===== src/sv/lcb_pkg.sv =====
// ----------------------------------------------------------------------------
// lcb_pkg
// Shared opcodes, status codes and interface structs of the canvas blitter.
// ----------------------------------------------------------------------------
package lcb_pkg;

  // command codes
  localparam logic [3:0] OP_DEFINE = 4'd0;
  localparam logic [3:0] OP_MAPLN  = 4'd1;
  localparam logic [3:0] OP_SET    = 4'd2;
  localparam logic [3:0] OP_GET    = 4'd3;
  localparam logic [3:0] OP_FILL   = 4'd4;
  localparam logic [3:0] OP_COPY   = 4'd5;
  localparam logic [3:0] OP_KEYED  = 4'd6;
  localparam logic [3:0] OP_BSTART = 4'd7;
  localparam logic [3:0] OP_BDATA  = 4'd8;

  // status codes
  localparam logic [2:0] ST_OK        = 3'd0;
  localparam logic [2:0] ST_OFS_LARGE = 3'd1;
  localparam logic [2:0] ST_OUTSIDE   = 3'd2;
  localparam logic [2:0] ST_CANVAS_BIG = 3'd3;
  localparam logic [2:0] ST_NO_BLIT   = 3'd4;

  localparam logic [15:0] UNMAPPED     = 16'hFFFF;
  localparam logic [15:0] OFFSET_LIMIT = 16'd32767;

  // one request to a single-port memory
  typedef struct packed {
    logic        we;
    logic        re;
    logic [15:0] addr;
    logic [31:0] wdata;
  } mem_req_t;

  // operands of the shared multiply-add unit: a * b + c
  typedef struct packed {
    logic        [12:0] a;
    logic signed [13:0] b;
    logic        [11:0] c;
  } mac_in_t;

endpackage


===== src/sv/lcb_mac.sv =====
// ----------------------------------------------------------------------------
// lcb_mac
// Shared registered multiply-add unit: cell addresses, area and line ends.
// ----------------------------------------------------------------------------
module lcb_mac (
  input  logic                clk,
  input  lcb_pkg::mac_in_t    mac_in,
  output logic signed [28:0]  mac_q
);
  import lcb_pkg::*;

  logic signed [28:0] sum;

  // form a * b + c with a and c unsigned
  assign sum = 29'($signed({1'b0, mac_in.a}) * mac_in.b) + 29'($signed({1'b0, mac_in.c}));

  always_ff @(posedge clk) begin
    mac_q <= sum;
  end

endmodule


===== config.mk =====
export PLATFORM = sky130hd
export DESIGN_NAME = lcb_mac
export DESIGN_NICKNAME = d
export VERILOG_FILES = /design/src/sv/lcb_pkg.sv /design/src/sv/lcb_mac.sv
export SDC_FILE = /design/constraint.sdc
export NUM_CORES = 1
export LEC_CHECK = 0
export ABC_AREA = 0
export CAP_MARGIN = 20
export CORE_MARGIN = 2
export CORE_UTILIZATION = 55
export CTS_BUF_LIST = sky130_fd_sc_hd__clkbuf_16
export DETAILED_ROUTE_END_ITERATION = 12
export DONT_BUFFER_PORTS = 1
export HOLD_SLACK_MARGIN = 0.03
export PLACE_DENSITY = 0.73
export SYNTH_ARGS = -nofsm -noshare
export SYNTH_HDL_FRONTEND = slang
export SYNTH_SLANG_ARGS = --single-unit

===== constraint.sdc =====
create_clock -name clk -period 5.3 [get_ports clk]
set_clock_uncertainty 0.2 [all_clocks]
set_input_delay 0.53 -clock clk [delete_from_list [all_inputs] [get_ports clk]]
set_output_delay 0.53 -clock clk [all_outputs]
set_load 0.02 [all_outputs]

==> impl_metrics.csv, run 1 <==
group,metric,value,unit
run_status,outcome,"complete, but fails checks",
run_status,violations,"setup timing",
logic_synthesis,yosysWarnings,0,
logic_synthesis,syn_avg_cell_area,9.26,sq um
cts,cts_hold_buf,0,
global_route,antenna_found_initial,0,
setup_path,startpoint_type,"input pin",
sta,hold_ws,0.191,ns
floorplan,start_util,55.7,%
flow_run,cap_violations,0,
logic_synthesis,synth_seq_area_share,7.94,%
setup_path,startpoint,"mac_in[29]",
route,drt-total-wl,16.8,mm
min_path,worstHoldPathType,"in -> reg",
route,viasPerCell,5.57,
setup_path,critPathMaxFanout,14,
cts,cts_tree,"done",
floorplan,die_h,119,microns
setup_path,worstSetupEndpointType,"flop",
sta,hold_viol,0,
route,drc_errors,0,
setup_path,cp_slowest_cell,"fa_1",
setup_path,required,5.25,ns
route,vias,5543,
sta,worst_slew_pin_slew,0.482,ns
cts,cts_sinks,29,
final_layout,multi_input_comb_area,6380,sq um
route,drt_iter0_drc,231,
setup_path,critPathKind,"in -> reg",
global_route,grt_pass1_vias,6055,
sta,period_share,101,%
cts,path_clk_slew,0.05,ns
final_layout,largest_reg_flops,29,
final_layout,fin_cells,995,
route,first_pass_iters,4,
sta,rsz0062_at_grt,"yes",
floorplan,die_w,119,microns
placement,place_ws,-0.388,ns
sta,maxSlewHeadroom,67.7,%
cts,clockRootBuffer,"clkbuf_16",
cts,numCtsBuffers,5,
final_layout,regArea,581,sq um
final_layout,reg.largest.list,"mac_q x29",
setup_path,arrival,5.31,ns
setup_path,endpoint,"mac_q[28]",
logic_synthesis,ys_dominant_reg_cell,"dfxtp_1",
setup_path,critical_path.max_stage_delay,0.55,ns
floorplan,row_count,42,
cts,max-clock-path-buffers,2,
global_route,track_usage,24.2,%
final_layout,layout.nets,1101,
sta,finalSetupViolations,5,
setup_path,path_common_cell,"fa_1",
logic_synthesis,synth_top_area_share,38.6,%
global_route,grt_max_degree,16,
sta,fin_ws,-0.0560,ns
placement,dp_cells,984,
logic_synthesis,syn_area,7310,sq um
logic_synthesis,synth_area_leaders,"fa_1 39%, ha_1 17%, and2_1 8.5%",
min_path,hold_depth,1,
final_layout,insertedDiodeCount,0,
placement,port_buffers,0,
route,wl_per_cell,16.9,microns
floorplan,ios,69,
final_layout,postLayoutCoreUtil,62.6,%
floorplan,core-area,13100,sq um
placement,hpwl,13.8,mm
final_layout,top_register,"mac_q",
floorplan,dieArea,14200,sq um
sta,final-max-slew-violation-count,0,
logic_synthesis,synth_cells,790,
logic_synthesis,ys_types,47,
sta,min_period,5.36,ns
logic_synthesis,ys_ff_latch,29,
final_layout,nFillCells,1112,
placement,routabilityCongestion,0.914,
logic_synthesis,syn-num-nets,1073,
logic_synthesis,async_reset_ff_share,0,%
global_route,grt_pass1_wl,27.5,mm
sta,fmax,187,MHz
setup_path,crit_path_cell_trace,"and2_1 > fa_1 > fa_1 > fa_1 > fa_1 > fa_1 > inv_1 > fa_1 > inv_2 > ha_4 > a21oi_4 > nand2_2 > o311ai_4 > nand3_2 > a311oi_2 > xnor2_1",
final_layout,drive_above_1_share,13.6,%
logic_synthesis,synth_top_cell_by_area,"fa_1",
logic_synthesis,synth_edf_count,0,
cts,htree_levels,2,
global_route,grt-ovfl-total,0,
route,ant_nets,0,
final_layout,areaGrowthSynthToFinish,12.5,%
[through the flow]
| stage | setup TNS (ns) | instance area [sq um] |
|---|---|---|
| after floorplan | -1.41 | 7460 |
| after global placement | -3.13 | 7880 |
| after detailed placement | -3.48 | 7880 |
| after CTS | -0.00728 | 8040 |
| after global routing | -1.24 | 8230 |
| final | -0.154 | 8230 |
[synthesized netlist by cell type, types with 3 or more instances]
master	instances
ha_1	102
inv_1	138
nor2b_1	10
o21ai_0	9
xor2_1	6
a211oi_1	3
nor2_1	17
nor3_1	8
and2_1	99
a21o_1	7
nand2b_1	6
a31oi_1	3
fa_1	141
and3_1	3
o211ai_1	3
nand3_1	10
xnor2_1	15
dfxtp_1	29
nor4_1	3
nand2_1	89
a21oi_1	26
clkbuf_1	29
[how the worst min path moves through the flow]
stage	start	endpoint	slack (ns)
after CTS	mac_in[0]	mac_q[0]	0.19
after detailed placement	mac_in[0]	mac_q[0]	0.47
final	mac_in[0]	mac_q[0]	0.19
after global placement	mac_in[0]	mac_q[0]	0.46
after floorplan	mac_in[0]	mac_q[0]	0.46
after global routing	mac_in[0]	mac_q[0]	0.18
[critical path: cells and delay by family]
family | cells | cell delay (ns)
fa+ha+maj | 7 | 3.22
simple gates | 3 | 0.41
xor+xnor | 1 | 0.11
buf+inv | 2 | 0.10
compound gates | 3 | 0.94
[cell type report]
type | instances | share of cell area (%)
well taps | 176 | 2.68
inverters | 138 | 6.29
flip-flops and latches | 29 | 7.05
multi-input cells | 592 | 77.5
repair buffers | 52 | 4.79
clock buffers | 5 | 1.52
clock inverters | 3 | 0.167
[per-layer routing]
layer / part of all wire, % / track usage (%)
met5: 0 / 0
met4: 1.9 / 5.07
met3: 5.4 / 4.21
met2: 53 / 44.4
met1: 39 / 29.8
[cells by family after synthesis]
kind of cell | synth area share (%)
xor+xnor | 2.51
compound gates | 6.76
fa+ha+maj | 56.0
flops | 7.94
simple gates | 18.0
buf+inv | 8.71
[cell usage in the layout, fill, tap and decap left out, types with 3 or more instances in the layout]
master,synthesis,routed
nand2_1,89,86
o21ai_0,9,7
xor2_1,6,6
a21o_1,7,7
inv_2,0,6
o211ai_1,3,3
fa_1,141,139
and3_1,3,3
xnor2_1,15,15
a21oi_2,1,4
a21oi_1,26,20
ha_4,0,6
and2_1,99,94
dfxtp_1,29,29
nand2_2,0,3
a21oi_4,0,3
ha_1,102,96
a211oi_1,3,3
and2_4,0,5
clkbuf_16,0,5
buf_4,0,51
nor2b_1,10,10
nor2_1,17,15
nand2b_1,6,6
nand3_1,10,8
inv_1,138,133
nor3_1,8,6
[timing repair]
action / 4_1_cts / 5_1_grt
buffers inserted: 0 / 3
endpoints found under the setup margin: 5 / 10
pin swaps: 8 / 23
resized for setup: 4 / 35
hold endpoints to repair: 0 / 0
Power of run 1 is left out: the tool's default activity adds up to more than one toggle a clock period on the data nets, which glitch-free logic cannot reach.
==> run 2, diff against run 1 <==
--- a/config.mk
+++ b/config.mk
@@ -5,15 +5,14 @@
 export SDC_FILE = /design/constraint.sdc
 export NUM_CORES = 1
 export LEC_CHECK = 0
-export ABC_AREA = 0
 export CAP_MARGIN = 20
 export CORE_MARGIN = 2
 export CORE_UTILIZATION = 55
-export CTS_BUF_LIST = sky130_fd_sc_hd__clkbuf_16
 export DETAILED_ROUTE_END_ITERATION = 12
 export DONT_BUFFER_PORTS = 1
 export HOLD_SLACK_MARGIN = 0.03
 export PLACE_DENSITY = 0.73
+export SKIP_LAST_GASP = 1
 export SYNTH_ARGS = -nofsm -noshare
 export SYNTH_HDL_FRONTEND = slang
 export SYNTH_SLANG_ARGS = --single-unit
==> impl_metrics.csv, run 2 (synthesis gave the netlist of run 1 again) <==
group,metric,value,unit
min_path,worstHoldPathType,"in -> reg",
global_route,grt-ovfl-total,0,
floorplan,die_h,119,microns
route,dr_wl_met3,783,microns
route,drc_errors,0,
placement,hpwl,13.8,mm
sta,fin_setup_tns,-0.172,ns
cts,path_clk_slew,0.05,ns
final_layout,fin_cells,996,
global_route,grt_max_degree,16,
final_layout,largest_reg_flops,29,
sta,finalSetupViolations,5,
setup_path,path_common_cell,"fa_1",
cts,clockRootBuffer,"clkbuf_16",
final_layout,nFillCells,1105,
setup_path,critPathMaxFanout,13,
sta,fmax,186,MHz
route,ant_nets,0,
sta,fin_ws,-0.0751,ns
cts,numCtsBuffers,5,
cts,cts_tree,"done",
final_layout,areaGrowthSynthToFinish,12.7,%
setup_path,critPathKind,"in -> reg",
sta,rsz0062_at_grt,"yes",
route,viasPerCell,5.58,
route,vias,5557,
final_layout,layout.nets,1102,
floorplan,start_util,55.7,%
placement,port_buffers,0,
floorplan,ios,69,
sta,period_share,101,%
min_path,holdPathEnd,"mac_q[0]",
setup_path,startpoint_type,"input pin",
run_status,violations,"setup timing",
cts,cts_hold_buf,0,
final_layout,top_register,"mac_q",
route,first_pass_iters,4,
sta,min_period,5.38,ns
min_path,hold_depth,1,
final_layout,insertedDiodeCount,0,
final_layout,reg.largest.list,"mac_q x29",
global_route,antenna_found_initial,0,
setup_path,required,5.25,ns
floorplan,core-area,13100,sq um
cts,htree_levels,2,
setup_path,critical_path.max_stage_delay,0.54,ns
cts,max-clock-path-buffers,2,
sta,maxSlewHeadroom,67.7,%
final_layout,mostFrequentLayoutCell,"fa_1",
route,wl_per_cell,17.0,microns
final_layout,drive_above_1_share,13.9,%
setup_path,crit_path_cell_trace,"and2_1 > fa_1 > inv_1 > fa_1 > inv_1 > fa_1 > fa_2 > fa_1 > fa_1 > ha_4 > a21oi_4 > nand2_2 > o311ai_4 > nand3_2 > a311oi_2 > xnor2_1",
sta,worst_slew_pin_slew,0.483,ns
route,drt-total-wl,16.9,mm
global_route,grt_pass1_wl,27.5,mm
final_layout,final_cell_mix,"139 x fa_1, 132 x inv_1, 96 x ha_1",
setup_path,cp_slowest_cell,"fa_1",
route,drt_iter0_drc,277,
setup_path,worstSetupEndpointType,"flop",
sta,hold_viol,0,
floorplan,die_w,119,microns
placement,routabilityCongestion,0.914,
sta,final-max-slew-violation-count,0,
floorplan,dieArea,14200,sq um
run_status,outcome,"complete, but fails checks",
placement,dp_cells,984,
min_path,worstHoldStart,"mac_in[0]",
flow_run,cap_violations,0,
global_route,track_usage,24.1,%
cts,cts_sinks,29,
floorplan,row_count,42,
route,highest_layer,"met4",
setup_path,arrival,5.33,ns
route,wl_met1,6.74,mm
route,dr_wl_met2,9.02,mm
global_route,grt_pass1_vias,6055,
placement,place_ws,-0.388,ns
==> run 2: cell types whose count changed in the layout (fill, tap and decap cells not counted), sizes merged <==
cell / delta
buf: +1
clkbuf: +1
inv: -1
==> run 2: timing repair <==
| action | in CTS | in global routing |
|---|---|---|
| pin swaps | 7 | 26 |
| gates cloned | 0 | 0 |
| resized for setup | 3 | 39 |
| setup endpoints to repair | 5 | 11 |
| setup buffers | 0 | 4 |
==> run 2: routing by layer <==
layer	global-route usage, %	up-vias
li1	-	2519
met1	29.7	2873
met2	44.4	140
met3	4.21	25
met4	5.07	0
met5	0	-
==> run 2: cell type report <==
cell class	instances	area, sq um	share of cell area (%)
multi-input cells	592	6380	77.4
flip-flops and latches	29	581	7.04
inverters	138	518	6.29
repair buffers	53	405	4.92
well taps	176	220	2.67
clock buffers	6	129	1.56
clock inverters	2	10.0	0.121
==> run 2: critical path: cells and delay by family <==
kind	cells	cell delay, ns
adder cells (fa/ha/maj)	7	3.21
AO/OA/AOI/OAI	3	0.94
XOR/XNOR	1	0.12
buffers and inverters	2	0.11
AND/OR/NAND/NOR	3	0.42
==> run 2: worst max-delay path by stage <==
stage                          start  cells past startpoint   endpoint
after CTS                 mac_in[31]                     18  mac_q[27]
after detailed placement  mac_in[31]                     18  mac_q[27]
after global routing      mac_in[36]                     18  mac_q[21]
final                     mac_in[20]                     16  mac_q[28]
after floorplan           mac_in[16]                     19  mac_q[27]
after global placement    mac_in[31]                     18  mac_q[27]
==> run 2: metrics by stage <==
step / hold slack, ns / utilization [%] / area (sq um)
6_report: 0.190 / 62.7 / 8240
5_1_grt: 0.182 / 62.7 / 8240
4_1_cts: 0.185 / 61.2 / 8040
3_5_place_dp: 0.467 / 60.0 / 7880
3_3_place_gp: 0.464 / 60.0 / 7880
2_1_floorplan: 0.460 / - / 7460
Power of run 2 is left out for the same reason.
